[src/rtl/tcw_pkg.sv]
// ----------------------------------------------------------------------------
// Text console writer package
// Shared constants, payload words, state encoding and the control/status
// bundles that pass between the controller and the datapath.
// ----------------------------------------------------------------------------
package tcw_pkg;

  // Default screen geometry.
  localparam int COLUMNS_DEFAULT = 80;
  localparam int ROWS_DEFAULT    = 25;

  // Field widths fixed by the interface.
  localparam int CURSOR_W = 11;
  localparam int APB_DW   = 32;
  localparam int APB_AW   = 3;

  // Operation codes.
  localparam logic [1:0] OP_PUT   = 2'd0;
  localparam logic [1:0] OP_CLEAR = 2'd1;
  localparam logic [1:0] OP_READ  = 2'd2;

  // Character codes with special meaning.
  localparam logic [7:0] CHAR_NEWLINE = 8'h0A;
  localparam logic [7:0] CHAR_RETURN  = 8'h0D;
  localparam logic [7:0] CHAR_SPACE   = 8'h20;

  // Attribute reset values.
  localparam logic [7:0] RESET_TEXT_ATTR  = 8'h0F;
  localparam logic [7:0] RESET_BLANK_ATTR = 8'h07;

  // Register indexes, taken from address bit 2.
  localparam logic REG_TEXT_ATTR  = 1'b0;
  localparam logic REG_BLANK_ATTR = 1'b1;

  // Input word.
  typedef struct packed {
    logic [1:0]  op;
    logic [7:0]  char_code;
    logic [10:0] cell_index;
  } cmd_word_t;

  // Result word.
  typedef struct packed {
    logic [15:0]         cell_value;
    logic [CURSOR_W-1:0] cursor_position;
    logic                scrolled;
  } rsp_word_t;

  // Controller states.
  typedef enum logic [2:0] {
    ST_RESET_FILL,
    ST_IDLE,
    ST_DECODE,
    ST_COPY,
    ST_FILL,
    ST_RESPOND
  } state_t;

  // Commands from the controller to the datapath.
  typedef struct packed {
    logic accept;        // capture the input word
    logic do_put;        // write the character and move the cursor
    logic copy_start;    // start the scroll copy at cell 0
    logic copy_step;     // move one cell up by one row
    logic clear_start;   // start a full-screen fill and home the cursor
    logic bottom_start;  // start the fill of the bottom row
    logic fill_step;     // write one blank cell
    logic fill_default;  // blanks use the reset attribute
    logic read_issue;    // read the requested cell
    logic respond;       // load the result register
  } ctrl_cmd_t;

  // Status from the datapath to the controller.
  typedef struct packed {
    logic [1:0] op;
    logic       put_scrolls;
    logic       copy_done;
    logic       fill_done;
    logic       rsp_free;
  } dp_status_t;

endpackage

[src/rtl/tcw_ctrl.sv]
// ----------------------------------------------------------------------------
// Text console writer controller
// State machine that sequences puts, scroll copies, fills and reads.
// ----------------------------------------------------------------------------
module tcw_ctrl (
  input  logic                 clk,
  input  logic                 rst,
  input  logic                 cmd_valid,
  output logic                 cmd_ready,
  input  tcw_pkg::dp_status_t  status,
  output tcw_pkg::ctrl_cmd_t   cmd
);

  tcw_pkg::state_t state;
  tcw_pkg::state_t state_next;

  // State register; reset starts the blanking pass.
  always_ff @(posedge clk) begin
    if (rst) begin
      state <= tcw_pkg::ST_RESET_FILL;
    end else begin
      state <= state_next;
    end
  end

  // Next state.
  always_comb begin
    state_next = state;
    case (state)
      tcw_pkg::ST_RESET_FILL: begin
        if (status.fill_done) state_next = tcw_pkg::ST_IDLE;
      end
      tcw_pkg::ST_IDLE: begin
        if (cmd_valid) state_next = tcw_pkg::ST_DECODE;
      end
      tcw_pkg::ST_DECODE: begin
        case (status.op)
          tcw_pkg::OP_PUT: begin
            state_next = status.put_scrolls ? tcw_pkg::ST_COPY : tcw_pkg::ST_RESPOND;
          end
          tcw_pkg::OP_CLEAR: state_next = tcw_pkg::ST_FILL;
          default:           state_next = tcw_pkg::ST_RESPOND;
        endcase
      end
      tcw_pkg::ST_COPY: begin
        if (status.copy_done) state_next = tcw_pkg::ST_FILL;
      end
      tcw_pkg::ST_FILL: begin
        if (status.fill_done) state_next = tcw_pkg::ST_RESPOND;
      end
      tcw_pkg::ST_RESPOND: begin
        if (status.rsp_free) state_next = tcw_pkg::ST_IDLE;
      end
      default: state_next = tcw_pkg::ST_IDLE;
    endcase
  end

  // Command outputs.
  always_comb begin
    cmd       = '0;
    cmd_ready = 1'b0;
    case (state)
      tcw_pkg::ST_RESET_FILL: begin
        cmd.fill_step    = 1'b1;
        cmd.fill_default = 1'b1;
      end
      tcw_pkg::ST_IDLE: begin
        cmd_ready  = 1'b1;
        cmd.accept = cmd_valid;
      end
      tcw_pkg::ST_DECODE: begin
        case (status.op)
          tcw_pkg::OP_PUT: begin
            cmd.do_put     = 1'b1;
            cmd.copy_start = status.put_scrolls;
          end
          tcw_pkg::OP_CLEAR: cmd.clear_start = 1'b1;
          tcw_pkg::OP_READ:  cmd.read_issue  = 1'b1;
          default: ;
        endcase
      end
      tcw_pkg::ST_COPY: begin
        cmd.copy_step    = 1'b1;
        cmd.bottom_start = status.copy_done;
      end
      tcw_pkg::ST_FILL: begin
        cmd.fill_step = 1'b1;
      end
      tcw_pkg::ST_RESPOND: begin
        cmd.respond = status.rsp_free;
      end
      default: ;
    endcase
  end

endmodule
[config.mk]
export PLATFORM = sky130hd
export DESIGN_NAME = tcw_ctrl
export DESIGN_NICKNAME = d
export VERILOG_FILES = /design/src/rtl/tcw_pkg.sv /design/src/rtl/tcw_ctrl.sv
export SDC_FILE = /design/constraint.sdc
export NUM_CORES = 1
export LEC_CHECK = 0
export BUFFER_PORTS_ARGS = -buffer_cell sky130_fd_sc_hd__buf_2
export CAP_MARGIN = 5
export CORE_AREA = 3 3 40 42
export DETAILED_ROUTE_END_ITERATION = 8
export DIE_AREA = 0 0 43 45
export GPL_ROUTABILITY_DRIVEN = 0
export GPL_TIMING_DRIVEN = 0
export PLACE_DENSITY_LB_ADDON = 0.05
export SLEW_MARGIN = 30
export SYNTH_ARGS = -nofsm -noshare
export SYNTH_HDL_FRONTEND = slang
export SYNTH_SLANG_ARGS = --single-unit
[constraint.sdc]
create_clock -name clk -period 1.2 [get_ports clk]
set_clock_uncertainty 0.1 [all_clocks]
set_input_delay 0.12 -clock clk [delete_from_list [all_inputs] [get_ports clk]]
set_output_delay 0.12 -clock clk [all_outputs]
set_load 0.02 [all_outputs]
# Yosys cells after proc, flatten, opt, wreduce, memory -nomap -nowiden

Index checks and enable logic that the tools add are counted.

Bits in registers: 3
Input port bits: 9
Output and inout port bits: 11
Word-level logic and storage cells: 38

Equal/unequal tests: 12
Mux-type cells: 21
Reductions and logical operators: 4

Operator list:

| operator                                            | count |
|---|---|
| two-way mux 3 bit                                   | 6 |
| one-hot mux 3 bit (6 select lines)                  | 1 |
| two-way mux 1 bit                                   | 11 |
| inequality test 2 bit, second input constant        | 5 |
| equality test 3 x 2 -> 1 bit, second input constant | 2 |
| equality test 3 bit, second input constant          | 2 |
| one-hot mux 3 bit (2 select lines)                  | 1 |
| AND reduction 5 bit                                 | 1 |
| two-way mux 2 bit                                   | 2 |
| equality test 3 x 1 -> 1 bit, second input constant | 1 |
| logical NOT 3 bit                                   | 1 |
| equality test 2 x 1 -> 1 bit, second input constant | 1 |
| equality test 2 bit, second input constant          | 1 |
| logical NOT 2 bit                                   | 1 |
| OR reduction 2 bit                                  | 1 |

# Depth between registers and ports, before layout

Depth in word-level cells: 3
Gate-level depth with buffers: 4
Mapped depth without buffers: 3

# Least setup slack after synthesis

Ideal clock, no wire load.

Path type: flip-flop to output port
From: register state[1]
To: output port cmd[9] (netlist name)
Arrival: 1.382 ns
Data required time: 0.980 ns
Slack: -0.402 ns
Stages on the path, launching flop included: 4
Buffers on the path: 1
Cells stage by stage: dfxtp_1 -> clkbuf_1 -> nor3_1 -> and2_1

RTL lines:

| item                   | line           | RTL |
|---|---|---|
| from (decl)            | tcw_ctrl.sv:14 | `tcw_pkg::state_t state;` |
| from (signal assigned) | tcw_ctrl.sv:20 | `state <= tcw_pkg::ST_RESET_FILL;` |
| from (signal assigned) | tcw_ctrl.sv:22 | `state <= state_next;` |
| to (decl)              | tcw_ctrl.sv:11 | `output tcw_pkg::ctrl_cmd_t cmd` |

==> flow_results.xml <==
<?xml version="1.0" encoding="UTF-8"?>
<metrics>
  <group name="outcome">
    <metric name="run_status" unit="">finished with violations</metric>
    <metric name="failing_checks" unit="">setup timing</metric>
  </group>
  <group name="floorplanning">
    <metric name="fp.dieArea" unit="sq um">1940</metric>
    <metric name="design.portCount" unit="">20</metric>
    <metric name="starting_utilization_of_the_core_area" unit="%">23.6</metric>
    <metric name="die_w" unit="microns">43</metric>
    <metric name="coreArea" unit="sq um">1280</metric>
    <metric name="die-height" unit="microns">45</metric>
    <metric name="rows" unit="">13</metric>
  </group>
  <group name="clock_network">
    <metric name="cts_inserted_buffers" unit="">3</metric>
    <metric name="clock_insertion_delay_worst_skew" unit="ps">240</metric>
    <metric name="clock_buffer_depth" unit="">2</metric>
    <metric name="clkTransAtPathRegs" unit="ps">40</metric>
    <metric name="cts-htree-levels" unit="">1</metric>
    <metric name="tritoncts" unit="">built</metric>
    <metric name="cts.root.buffer_cell" unit="">sky130_fd_sc_hd__clkbuf_4</metric>
    <metric name="cts_sinks" unit="">3</metric>
  </group>
  <group name="timing">
    <metric name="final_critical_path_setup_slack" unit="ps">-186</metric>
    <metric name="slew_headroom" unit="%">78.8</metric>
    <metric name="timing_worst_slew_pin_value" unit="ps">318</metric>
    <metric name="fmax" unit="MHz">721</metric>
    <metric name="unrepaired_setup_endpoints_after_global_routing" unit="">true</metric>
    <metric name="setup_viol" unit="">12</metric>
    <metric name="hold_slack" unit="ps">169</metric>
    <metric name="min_period_over_period" unit="%">116</metric>
    <metric name="fin_tns_setup" unit="ps">-1560</metric>
    <metric name="max_slew_violations" unit="">0</metric>
    <metric name="final_hold_viol_count" unit="">0</metric>
    <metric name="final_period_minus_worst_setup_slack" unit="ps">1390</metric>
  </group>
  <group name="routing">
    <metric name="detail-route-antenna-nets" unit="">0</metric>
    <metric name="aggregate_routed_wire_length" unit="microns">1140</metric>
    <metric name="drt_iter0_drc" unit="">3</metric>
    <metric name="number_of_remaining_drc_errors" unit="">0</metric>
    <metric name="via_count" unit="">443</metric>
    <metric name="drt-vias-per-instance" unit="">4.92</metric>
    <metric name="post_drt_wl_per_cell" unit="microns">12.6</metric>
    <metric name="drt_pass1_iterations" unit="">3</metric>
  </group>
  <group name="worst_hold_path">
    <metric name="min_from" unit="">status[1]</metric>
    <metric name="hold_path.class" unit="">input pin to register</metric>
  </group>
  <group name="critical_path">
    <metric name="critical_path_peak_fanout" unit="">3</metric>
    <metric name="critical_path.slowest_cell" unit="">sky130_fd_sc_hd__dfxtp_2</metric>
    <metric name="critical_path_buf_inv_count" unit="">2</metric>
    <metric name="regToRegSetupSlack" unit="ps">-130</metric>
    <metric name="startpoint_type" unit="">register</metric>
    <metric name="path_delay_family" unit="">flip-flops</metric>
    <metric name="critical_path.startpoint" unit="">state[1]</metric>
    <metric name="crit_chain" unit="">nor2b_4 &gt; buf_4 &gt; and3_1 &gt; buf_6</metric>
    <metric name="crit_path_max_incr_delay" unit="ps">340</metric>
    <metric name="path_class" unit="">register to output port</metric>
    <metric name="cp.arrival" unit="ps">1170</metric>
    <metric name="endpoint_kind" unit="">output port</metric>
    <metric name="worst-endpoint-required" unit="ps">980</metric>
    <metric name="rr_startpoint" unit="">state[1]</metric>
  </group>
  <group name="finish">
    <metric name="most_common_library_cell_in_the_layout_ignoring_fill_and_taps" unit="">sky130_fd_sc_hd__buf_6</metric>
    <metric name="largest_reg_flops" unit="">3</metric>
    <metric name="area_growth" unit="%">140</metric>
    <metric name="design.final.nets" unit="">85</metric>
    <metric name="register_bank_with_the_most_flops" unit="">state</metric>
    <metric name="drive_above_1_share" unit="%">76.0</metric>
    <metric name="fill_cells" unit="">127</metric>
    <metric name="leading_cell_types_in_the_layout_fill_and_taps_excluded" unit="">sky130_fd_sc_hd__buf_6 (11), sky130_fd_sc_hd__buf_4 (10), sky130_fd_sc_hd__buf_2 (8), sky130_fd_sc_hd__nor3_2 (3), sky130_fd_sc_hd__clkbuf_4 (3)</metric>
    <metric name="final_cells" unit="">90</metric>
    <metric name="n_antenna_cell" unit="">0</metric>
    <metric name="reg.largest.list" unit="">state (3)</metric>
    <metric name="final_core_util" unit="%">56.7</metric>
    <metric name="stdcell_area" unit="sq um">728</metric>
  </group>
  <group name="logic_synthesis">
    <metric name="synth_top_cell_by_area" unit="">sky130_fd_sc_hd__dfxtp_1</metric>
    <metric name="synth_top_area_share" unit="%">19.8</metric>
    <metric name="netlist_area" unit="sq um">303</metric>
    <metric name="synthesis.instances" unit="">42</metric>
    <metric name="ys.warnings.count" unit="">0</metric>
    <metric name="post_synth_num_cell_types" unit="">24</metric>
    <metric name="yosys-top-cells-area" unit="">sky130_fd_sc_hd__dfxtp_1 (20%), sky130_fd_sc_hd__nor3_1 (9.9%), sky130_fd_sc_hd__a2111oi_0 (5.8%), sky130_fd_sc_hd__nor2_1 (5.0%), sky130_fd_sc_hd__o21bai_1 (5.0%)</metric>
    <metric name="synth_seq_cells" unit="">3</metric>
    <metric name="synth-seq-area-share" unit="%">19.8</metric>
    <metric name="avgSynthCellArea" unit="sq um">7.21</metric>
    <metric name="postSynthNetCount" unit="">51</metric>
  </group>
  <group name="power">
    <metric name="cellPowerDensity" unit="nW/um^2">911</metric>
    <metric name="leakagePower" unit="nW">0.322</metric>
    <metric name="vdd_drop_max" unit="V">0.000379</metric>
    <metric name="totalPowerFinal" unit="mW">0.664</metric>
  </group>
  <group name="global_route">
    <metric name="grt_antenna_before_repair" unit="">0</metric>
    <metric name="grt_start_max_net_pins" unit="">9</metric>
    <metric name="gr-usage-all-layers" unit="%">12.3</metric>
    <metric name="grt-ovfl-total" unit="">0</metric>
    <metric name="grt_pass1_wl" unit="microns">1790</metric>
    <metric name="first_global_vias" unit="">424</metric>
  </group>
  <group name="place">
    <metric name="hpwl" unit="microns">680</metric>
    <metric name="placed_cells" unit="">76</metric>
    <metric name="placement.cell_area" unit="sq um">444</metric>
    <metric name="place.port_buffers" unit="">19</metric>
    <metric name="pre_cts_slack" unit="ps">-313</metric>
  </group>
  <group name="flow_run">
    <metric name="max_cap_violations" unit="">0</metric>
  </group>
</metrics>
==> power breakdown <==
part | internal [mW] | leakage (nW) | switching (mW)
Sequential | 0.113 | 0.0264 | 0.0140
Clock | 0.125 | 0.0150 | 0.0589
Combinational | 0.187 | 0.281 | 0.166
==> layout make-up <==
| cell class | instances | area [sq um] | share of cell area [%] |
|---|---|---|---|
| multi-input cells | 34 | 327 | 44.8 |
| plain buffers | 3 | 40.0 | 5.50 |
| clock buffers | 4 | 26.3 | 3.61 |
| flip-flops and latches | 3 | 68.8 | 9.45 |
| inverters | 2 | 10.0 | 1.37 |
| repair buffers | 29 | 238 | 32.6 |
| well taps | 15 | 18.8 | 2.58 |
==> final timing paths <==
kind,endpoint,cells after the start
setup / recovery,cmd[4],4
hold / removal,state[0],4
setup reg to reg,state[2],4
hold reg to reg,state[2],3
==> repair_timing <==
item,CTS,global route
buffers inserted,7,2
setup endpoints to repair,14,14
pin swaps,11,5
hold endpoints to repair,2,0
gates resized for setup,32,24
hold buffers,1,0
==> worst reg2reg max path: stages, from the launching register on <==
cell                        delay, ps
sky130_fd_sc_hd__dfxtp_2          320
sky130_fd_sc_hd__clkbuf_8         160
sky130_fd_sc_hd__buf_6            130
sky130_fd_sc_hd__o21bai_1         150
sky130_fd_sc_hd__a2111oi_1        340
==> synth_stat cells <==
library cell                count
sky130_fd_sc_hd__nor3_1         6
sky130_fd_sc_hd__inv_1          2
sky130_fd_sc_hd__nor2b_1        2
sky130_fd_sc_hd__or3b_4         1
sky130_fd_sc_hd__and3b_1        1
sky130_fd_sc_hd__a211oi_2       1
sky130_fd_sc_hd__nor3b_1        1
sky130_fd_sc_hd__and3_1         2
sky130_fd_sc_hd__a211o_1        1
sky130_fd_sc_hd__and2_1         2
sky130_fd_sc_hd__mux2_2         1
sky130_fd_sc_hd__dfxtp_1        3
sky130_fd_sc_hd__a21oi_1        1
sky130_fd_sc_hd__o21ai_0        1
sky130_fd_sc_hd__o31a_1         1
sky130_fd_sc_hd__nor2_1         4
sky130_fd_sc_hd__nand2_1        2
sky130_fd_sc_hd__buf_2          2
sky130_fd_sc_hd__a31oi_1        1
sky130_fd_sc_hd__nor4_1         1
sky130_fd_sc_hd__a21boi_0       1
sky130_fd_sc_hd__clkbuf_1       1
sky130_fd_sc_hd__o21bai_1       2
sky130_fd_sc_hd__a2111oi_0      2
==> layer usage <==
metal	global-route usage [%]	wire length, microns	vias up
met4	7.23	21	0
met5	0	0	-
met1	15.4	462	206
li1	-	-	225
met3	1.20	39	2
met2	20.7	612	10
==> cells by family after synthesis <==
group / after synthesis / share of synthesized area (%)
buffers and inverters: 5 / 7.02
muxes: 1 / 3.72
and+or+nand+nor: 22 / 40.9
AOI/OAI and AO/OA: 11 / 28.5
DFF: 3 / 19.8
Power figures use the tool's default switching activity.
