**config.mk**
```make
export PLATFORM = sky130hd
export DESIGN_NAME = tcw_regs
export DESIGN_NICKNAME = d
export VERILOG_FILES = /design/src/rtl/tcw_pkg.sv /design/src/rtl/tcw_regs.sv
export SDC_FILE = /design/constraint.sdc
export NUM_CORES = 1
export LEC_CHECK = 0
export ABC_AREA = 1
export CAP_MARGIN = 15
export CORE_UTILIZATION = 54
export CTS_CLUSTER_SIZE = 16
export DETAILED_ROUTE_END_ITERATION = 7
export DONT_BUFFER_PORTS = 1
export PLACE_DENSITY = 0.69
export SLEW_MARGIN = 20
export SYNTH_ARGS = -nofsm -noshare
export SYNTH_HDL_FRONTEND = slang
export SYNTH_SLANG_ARGS = --single-unit
```
**constraint.sdc**
```tcl
create_clock -name clk -period 0.86 [get_ports clk]
set_input_delay 0.086 -clock clk [delete_from_list [all_inputs] [get_ports clk]]
set_output_delay 0.086 -clock clk [all_outputs]
set_load 0.005 [all_outputs]
```
**src/rtl/tcw_pkg.sv**
```systemverilog
// ----------------------------------------------------------------------------
// Text console writer package
// Shared constants, payload words, state encoding and the control/status
// bundles that pass between the controller and the datapath.
// ----------------------------------------------------------------------------
package tcw_pkg;

  // Default screen geometry.
  localparam int COLUMNS_DEFAULT = 80;
  localparam int ROWS_DEFAULT    = 25;

  // Field widths fixed by the interface.
  localparam int CURSOR_W = 11;
  localparam int APB_DW   = 32;
  localparam int APB_AW   = 3;

  // Operation codes.
  localparam logic [1:0] OP_PUT   = 2'd0;
  localparam logic [1:0] OP_CLEAR = 2'd1;
  localparam logic [1:0] OP_READ  = 2'd2;

  // Character codes with special meaning.
  localparam logic [7:0] CHAR_NEWLINE = 8'h0A;
  localparam logic [7:0] CHAR_RETURN  = 8'h0D;
  localparam logic [7:0] CHAR_SPACE   = 8'h20;

  // Attribute reset values.
  localparam logic [7:0] RESET_TEXT_ATTR  = 8'h0F;
  localparam logic [7:0] RESET_BLANK_ATTR = 8'h07;

  // Register indexes, taken from address bit 2.
  localparam logic REG_TEXT_ATTR  = 1'b0;
  localparam logic REG_BLANK_ATTR = 1'b1;

  // Input word.
  typedef struct packed {
    logic [1:0]  op;
    logic [7:0]  char_code;
    logic [10:0] cell_index;
  } cmd_word_t;

  // Result word.
  typedef struct packed {
    logic [15:0]         cell_value;
    logic [CURSOR_W-1:0] cursor_position;
    logic                scrolled;
  } rsp_word_t;

  // Controller states.
  typedef enum logic [2:0] {
    ST_RESET_FILL,
    ST_IDLE,
    ST_DECODE,
    ST_COPY,
    ST_FILL,
    ST_RESPOND
  } state_t;

  // Commands from the controller to the datapath.
  typedef struct packed {
    logic accept;        // capture the input word
    logic do_put;        // write the character and move the cursor
    logic copy_start;    // start the scroll copy at cell 0
    logic copy_step;     // move one cell up by one row
    logic clear_start;   // start a full-screen fill and home the cursor
    logic bottom_start;  // start the fill of the bottom row
    logic fill_step;     // write one blank cell
    logic fill_default;  // blanks use the reset attribute
    logic read_issue;    // read the requested cell
    logic respond;       // load the result register
  } ctrl_cmd_t;

  // Status from the datapath to the controller.
  typedef struct packed {
    logic [1:0] op;
    logic       put_scrolls;
    logic       copy_done;
    logic       fill_done;
    logic       rsp_free;
  } dp_status_t;

endpackage

```
**src/rtl/tcw_regs.sv**
```systemverilog
// ----------------------------------------------------------------------------
// Text console writer configuration registers
// APB-style register file holding the text and blank attributes.
// ----------------------------------------------------------------------------
module tcw_regs (
  input  logic                        clk,
  input  logic                        rst,
  input  logic                        psel,
  input  logic                        penable,
  input  logic                        pwrite,
  input  logic [tcw_pkg::APB_AW-1:0]  paddr,
  input  logic [tcw_pkg::APB_DW-1:0]  pwdata,
  output logic [tcw_pkg::APB_DW-1:0]  prdata,
  output logic                        pready,
  output logic [7:0]                  text_attr,
  output logic [7:0]                  blank_attr
);

  logic wr_en;

  // The port never stalls, so a write lands in the access cycle.
  assign pready = 1'b1;
  assign wr_en  = psel && penable && pwrite;

  // Register writes.
  always_ff @(posedge clk) begin
    if (rst) begin
      text_attr  <= tcw_pkg::RESET_TEXT_ATTR;
      blank_attr <= tcw_pkg::RESET_BLANK_ATTR;
    end else if (wr_en) begin
      case (paddr[2])
        tcw_pkg::REG_TEXT_ATTR:  text_attr  <= pwdata[7:0];
        tcw_pkg::REG_BLANK_ATTR: blank_attr <= pwdata[7:0];
        default: ;
      endcase
    end
  end

  // Read back.
  always_comb begin
    case (paddr[2])
      tcw_pkg::REG_TEXT_ATTR:  prdata = {(tcw_pkg::APB_DW - 8)'(0), text_attr};
      tcw_pkg::REG_BLANK_ATTR: prdata = {(tcw_pkg::APB_DW - 8)'(0), blank_attr};
      default:                 prdata = '0;
    endcase
  end

endmodule

```
# == Word-level counts from Yosys, hierarchy flattened ==
# Index checks and enable logic that the tools add are counted.
# op_classes
mux,1
bitwise_logic,1
reduce_logical,4
# ops
operator,count
32-bit case mux with 2 select lines,1
2-bit AND reduction,2
1-bit logical AND,2
1-bit inverter,1
# word_totals
reg_bits,16
in_bits,40
word_cells,8

# == Longest topological paths before layout ==
# Gate-level depths: netlist of the first run.
# depth
depth_word,3
ltp_mapped,6

# == Worst setup path before layout of the first run ==
# No wires, ideal clock.
# synth_path
path_kind,in2reg
from,input port paddr[2] in the netlist's numbering
to,register text_attr[5]
setup_time_ns,0.113
arrival_time_ns,0.544
required_ns,0.747
slack_ns,0.204
stages,6
path_buffers,2
cell_sequence,buf_6 inv_4 buf_6 nand3_2 nand2_1 nor2_1
# synth_between
elab_chain_len,2
# synth_rtl
item,line_no,source
from (decl),tcw_regs.sv:11,"input logic [tcw_pkg::APB_AW-1:0] paddr,"
1-bit inverter (no source line),-,
2-bit AND reduction (no source line),-,
to (signal assigned),tcw_regs.sv:28,text_attr <= tcw_pkg::RESET_TEXT_ATTR;
to (signal assigned),tcw_regs.sv:32,tcw_pkg::REG_TEXT_ATTR: text_attr <= pwdata[7:0];
to (decl),tcw_regs.sv:15,"output logic [7:0] text_attr,"
# No other way between the ends.
# A chain may end at the register's enable or synchronous reset.

# == Worst setup path in the final report of the first run ==
# layout_path
from,register text_attr[3]
to,output port prdata[3] in the netlist's numbering
# layout_between
elab_chain_len,1
# layout_rtl
item,line_no,source
32-bit case mux with 2 select lines,tcw_regs.sv:41,case (paddr[2])
to (decl),tcw_regs.sv:13,"output logic [tcw_pkg::APB_DW-1:0] prdata,"
# No other way between the ends. The select of a mux whose other input is x is not followed.

==> results of run 1 <==
path summary, 6_finish.rpt:
check,from,to,cells after the start
hold / removal,paddr[2],blank_attr[3]$_SDFFE_PP0P_,3
setup reg to reg,blank_attr[7]$_SDFFE_PP0P_,blank_attr[7]$_SDFFE_PP0P_,2
setup / recovery,text_attr[3]$_SDFFE_PP1P_,prdata[3],2
hold reg to reg,blank_attr[0]$_SDFFE_PP1P_,blank_attr[0]$_SDFFE_PP1P_,2
final cells by class:
class	count	area, µm²
Multi-Input combinational cell	113	490.5
Tap cell	25	31.28
Inverter	8	32.53
Sequential cell	16	342.8
Timing Repair Buffer	7	65.06
Fill cell	188	723.2
Clock buffer	3	22.52
kinds of logic (layout without fill, tap and decap cells):
family                 Yosys count  after routing
and+or+nand+nor                 88             88
buffers and inverters           38             18
DFF                             16             16
other                            2             25
state kept, by name, indices dropped and copies added (netlist names):
signal      flops
text_attr       8
blank_attr      8
worst reg2reg max path, stage by stage (launching register included):
cell and delay [ns]:
dfxtp_2 0.34, nor2_1 0.11, nor2_1 0.05
timing repair:
item,CTS,global route
buffers inserted,0,0
hold endpoints to repair,15,3
cloned,0,0
hold buffers,5,1
setup endpoints to repair,8,9
pin swaps,0,3
resized for setup,16,4
synth_stat cells:
| library cell | instances |
|---|---|
| nor2_4 | 2 |
| nand2_1 | 49 |
| buf_2 | 2 |
| inv_1 | 7 |
| dfxtp_1 | 16 |
| buf_6 | 3 |
| nand2_2 | 1 |
| nand3_2 | 3 |
| nor2_1 | 18 |
| conb_1 | 2 |
| inv_4 | 1 |
| nor2_2 | 1 |
| buf_4 | 25 |
| nand3_1 | 14 |
metal layers:
layer | up-vias | GRT usage | share of wire
met5 | - | 0 | 0
met4 | 0 | 0.1152 | 0.0055
met3 | 2 | 0.06531 | 0.068
met2 | 39 | 0.3235 | 0.52
met1 | 347 | 0.2075 | 0.41
li1 | 396 | - | -
stage by stage:
| step | setup TNS [ns] | area [µm²] |
|---|---|---|
| after floorplan | 0 | 1065 |
| after global placement | 0 | 879.6 |
| after detailed placement | 0 | 879.6 |
| after CTS | -0.07714 | 972.2 |
| after global routing | -0.3923 | 984.7 |
| final | -0.009618 | 984.7 |
power groups by stage:
stage | Combinational, mW | Sequential [mW] | Clock (mW)
floorplan | 0.243 | 0.804 | 0
global placement | 0.158 | 0.809 | 0
detailed placement | 0.161 | 0.810 | 0
CTS | 0.182 | 0.798 | 0.407
global route | 0.219 | 0.800 | 0.445
finish | 0.189 | 0.795 | 0.391
==> flow_summary_export.csv, run 1 <==
group,metric,value,unit
die,core_area,1708,µm²
sta,min_period,0.8669,ns
setup_path,critPathLaunchType,"register",
yosys,muxShareOfSynthArea,0,
setup_path,slowest_delay,0.38,ns
setup_path,crit_top_cell,"nand2_2",
power_and_ir_drop,peakVddDrop,0.0006238,V
place,placed_cells_incl_taps,164,
sta,fmax,1154,MHz
final_layout,drive_gt1_frac,0.2109,
final_layout,post-route-util,0.5766,
clock_tree,cts-root-buf,"clkbuf_4",
final_layout,layout.cells.non_filler,172,
detailed_routing,via_per_inst,4.558,
power_and_ir_drop,p_clk_frac,0.284,
power_and_ir_drop,pwr-share-seq,0.578,
final_layout,n_antenna_cell,0,
setup_path,crit_path_cell_trace,"nand2_2, nand2_2",
yosys,synthAdderAreaFrac,0,
global_routing,grt_overflow,0,
yosys,synth-compound-area-share,0,
sta,hold_viol_final,2,
detailed_routing,firstDrtPassIters,4,
sta,rsz0062_at_grt,"yes",
power_and_ir_drop,power.switching,0.3779,mW
setup_path,rrSetupSlack,0.26,ns
clock_tree,cts_tree,"built",
yosys,synth_cell_types,14,
yosys,synth_simple_gate_area_frac,0.3951,
die,dieArea,1986,µm²
run_status,violations,"negative hold slack, negative setup slack",
power_and_ir_drop,power.density,1397,nW/µm²
setup_path,critical_path_buf_inv_count,0,
detailed_routing,vias,784,
die,boundaryPins,89,
global_routing,grt_pass1_wl,2677,µm
clock_tree,clk_pin_slew,0.09,ns
detailed_routing,drc_errors,0,
yosys,seq_area_frac_synth,0.3274,
sta,finalCritPeriodShare,1.008,
setup_path,critPathTopFamily,"flip-flops",
die,die_width,44.57,µm
run,drv_cap,0,
clock_tree,clk-insertion-delay-late,0.28,ns
power_and_ir_drop,leakage,0.5018,nW
final_layout,final_cell_mix,"nand2_1, conb_1, nor2_1, dfxtp_2, nand3_1",
place,hpwl,1231,µm
clock_tree,htree_levels,1,
setup_path,cp_slowest_cell,"dfxtp_4",
die,fp.dieH,44.57,µm
yosys,synth_top_area_share,0.3274,
sta,hold_slack,-0.02276,ns
yosys,syn_inst,144,
die,num_rows,15,
sta,setup_viol,3,
global_routing,antenna_found_initial,0,
place,routabilityCongestion,0.6843,
place,dp_worst_setup_slack,0.07867,ns
power_and_ir_drop,sw_frac_of_total,0.2746,
setup_path,end_kind,"output pin",
yosys,yosys.area.top_type,"dfxtp_1",
power_and_ir_drop,combPwrFrac,0.138,
setup_path,cp_max_fo,3,
yosys,syn-cell-area,978.4,µm²
min_path,hold_path.class,"in -> reg",
yosys,avgSynthCellArea,6.795,µm²
sta,fin_worst_skew,0,ns
global_routing,grt_max_degree,17,
detailed_routing,ant_nets,0,
setup_path,worstPathArrival,0.78,ns
clock_tree,cts_max_path_buffers,2,
setup_path,required,0.77,ns
place,port_buffers,0,
die,initial_core_util,0.5729,
detailed_routing,detail_route.wl_per_cell,10.54,µm
detailed_routing,routed_wl,1813,µm
power_and_ir_drop,internal_power,0.9979,mW
final_layout,final_common_cell,"nand2_1",
power_and_ir_drop,p_total,1.376,mW
final_layout,area_delta_synth_final,0.6394,%
yosys,synthXorXnorAreaFrac,0,
clock_tree,clock-sinks,16,
yosys,synth_top_family_by_area,"simple AND/OR/NAND/NOR gates",
yosys,synth_warnings,0,
run_status,status,"finished with violations",
yosys,synth_area_leaders,"dfxtp_1, buf_4, nand2_1, nand3_1, nor2_1",
sta,setup_ws,-0.006901,ns
global_routing,grt_usage,0.1924,
final_layout,final_nets,189,
yosys,ys_ff_latch,16,
clock_tree,numCtsBuffers,3,
setup_path,critPathKind,"reg -> out",
global_routing,first_global_vias,652,
detailed_routing,drtIter0Drc,9,
sta,slew_violations,0,
Note: power is estimated with default switching activity, not from simulation.
==> inputs of run 2 (changes only) <==
- CORE_UTILIZATION: 54 -> 47
- PLACE_DENSITY: 0.69 -> default
- SLEW_MARGIN: 20 -> default
- clock period: 0.86 -> 0.8 ns (I/O delays scaled with it)
==> flow_summary_export.csv, run 2 (synthesis gave the netlist of run 1 again) <==
group,metric,value,unit
run_status,status,"finished with violations",
run_status,violations,"negative hold slack, negative setup slack",
clock_tree,clk-insertion-delay-late,0.29,ns
place,hpwl,1292,µm
place,placed_cells_incl_taps,167,
sta,fin_worst_skew,0,ns
setup_path,crit_path_cell_trace,"nand2_1, nand2_1",
clock_tree,numCtsBuffers,3,
final_layout,drive_gt1_frac,0.2230,
power_and_ir_drop,peakVddDrop,0.001025,V
clock_tree,hold_buffers,4,
min_path,min_from,"paddr[2]",
min_path,whs_path_depth,3,
setup_path,r2r_end,"text_attr[3]$_SDFFE_PP1P_",
detailed_routing,drtIter0Drc,12,
detailed_routing,drc_errors,0,
die,boundaryPins,89,
final_layout,final_common_cell,"nand2_1",
detailed_routing,via_per_inst,4.400,
final_layout,final_nets,189,
clock_tree,cts_setup_buffers,0,
setup_path,end_kind,"output pin",
setup_path,crit_top_cell,"nand2_1",
setup_path,critical_path_buf_inv_count,0,
sta,rsz0062_at_grt,"yes",
detailed_routing,routed_wl,1843,µm
setup_path,reg2reg_depth,2,
power_and_ir_drop,p_total,1.588,mW
setup_path,critPathTopFamily,"flip-flops",
setup_path,cp_slowest_cell,"dfxtp_2",
place,routabilityCongestion,0.7161,
clock_tree,cts_tree,"built",
clock_tree,clock-sinks,16,
sta,slew_violations,0,
die,core_area,1962,µm²
global_routing,antenna_found_initial,0,
run,drv_cap,0,
global_routing,grt_overflow,0,
detailed_routing,ant_nets,0,
global_routing,grt_pass1_wl,2553,µm
sta,hold_slack,-0.03319,ns
global_routing,grt_max_degree,17,
sta,fin_tns_setup,-0.4603,ns
global_routing,first_global_vias,595,
place,dp_worst_setup_slack,0.04911,ns
setup_path,r2r_start,"text_attr[3]$_SDFFE_PP1P_",
min_path,hold_end,"blank_attr[6]$_SDFFE_PP0P_",
setup_path,required,0.72,ns
sta,hold_viol_final,14,
sta,setup_viol,8,
sta,setup_ws,-0.07091,ns
die,fp.dieH,47.63,µm
setup_path,critPathKind,"reg -> out",
power_and_ir_drop,leakage,0.5102,nW
setup_path,slowest_delay,0.37,ns
setup_path,worstPathArrival,0.79,ns
global_routing,grt_usage,0.1638,
clock_tree,cts_max_path_buffers,2,
setup_path,cp_max_fo,3,
die,initial_core_util,0.4987,
sta,min_period,0.8709,ns
final_layout,n_antenna_cell,0,
clock_tree,htree_levels,1,
detailed_routing,vias,770,
final_layout,layout.cells.non_filler,175,
min_path,hold_path.class,"in -> reg",
detailed_routing,detail_route.wl_per_cell,10.53,µm
final_layout,reg.largest.list,"blank_attr x8, text_attr x8",
setup_path,rrSetupSlack,0.21,ns
setup_path,critPathLaunchType,"register",
clock_tree,clk_pin_slew,0.10,ns
final_layout,final_cell_mix,"nand2_1, conb_1, nor2_1, dfxtp_2, nand3_1",
place,port_buffers,0,
die,dieArea,2268,µm²
final_layout,area_delta_synth_final,1.535,%
sta,fmax,1148,MHz
detailed_routing,firstDrtPassIters,4,
die,num_rows,16,
power_and_ir_drop,power.density,1598,nW/µm²
die,die_width,47.63,µm
clock_tree,cts-root-buf,"clkbuf_4",
sta,finalCritPeriodShare,1.089,
[run 2: cell count changes in the layout (fill, tap and decap cells not counted)]
cell / delta
clkbuf_8: +1
buf_4: +1
dlygate4sd3_1: -1
nor2_2: +1
nor2_4: -1
[run 2: how the worst max path moves through the flow]
stage / startpoint / endpoint / slack (ns) / cells after the start
floorplan: paddr[2] / text_attr[5]$_SDFFE_PP0P_ / 0.15 / 6
global placement: psel / text_attr[7]$_SDFFE_PP0P_ / 0.06 / 6
detailed placement: psel / text_attr[4]$_SDFFE_PP0P_ / 0.05 / 6
CTS: text_attr[2]$_SDFFE_PP1P_ / prdata[2] / -0.08 / 2
global route: text_attr[2]$_SDFFE_PP1P_ / prdata[2] / -0.12 / 2
finish: text_attr[2]$_SDFFE_PP1P_ / prdata[2] / -0.07 / 2
[run 2: worst register-to-register path: cells and delay by family, from the launching register on]
family,cells,cell delay (ns)
flops,1,0.37
simple gates,2,0.12
[run 2: layout make-up]
class / instances / area [µm²]
Fill cell: 215 / 968.4
Multi-Input combinational cell: 113 / 485.5
Sequential cell: 16 / 342.8
Timing Repair Buffer: 7 / 62.56
Clock buffer: 4 / 36.28
Tap cell: 27 / 33.78
Inverter: 8 / 32.53
[run 2: power breakdown]
group	total (mW)	internal, mW	leakage (nW)	switching [mW]
Sequential	0.855	0.828	0.132	0.0274
Clock	0.535	0.277	0.0210	0.258
Combinational	0.198	0.0676	0.357	0.130
Total	1.59	1.17	0.510	0.415
[run 2: layer usage]
metal | GRT usage | vias up | routed length [µm]
met4 | 0.05000 | 0 | 9
met2 | 0.2658 | 39 | 917
met3 | 0.06038 | 2 | 126
li1 | - | 393 | -
met1 | 0.2032 | 336 | 790
met5 | 0 | - | 0
[run 2: repair_timing]
item,in CTS,in global routing
endpoints found under the hold margin,16,8
endpoints found under the setup margin,8,8
resized for setup,16,3
pin swaps,0,1
[run 2: per-stage QoR]
| step | cell area, µm² | hold WS, ns | util |
|---|---|---|---|
| 3_3_place_gp | 889.6 | 0.2081 | 0.4534 |
| 5_1_grt | 993.5 | -0.03898 | 0.5064 |
| 3_5_place_dp | 889.6 | 0.2158 | 0.4534 |
| 6_report | 993.5 | -0.03319 | 0.5064 |
| 2_1_floorplan | 1065 | 0.2061 | - |
| 4_1_cts | 985.9 | -0.04437 | 0.5026 |
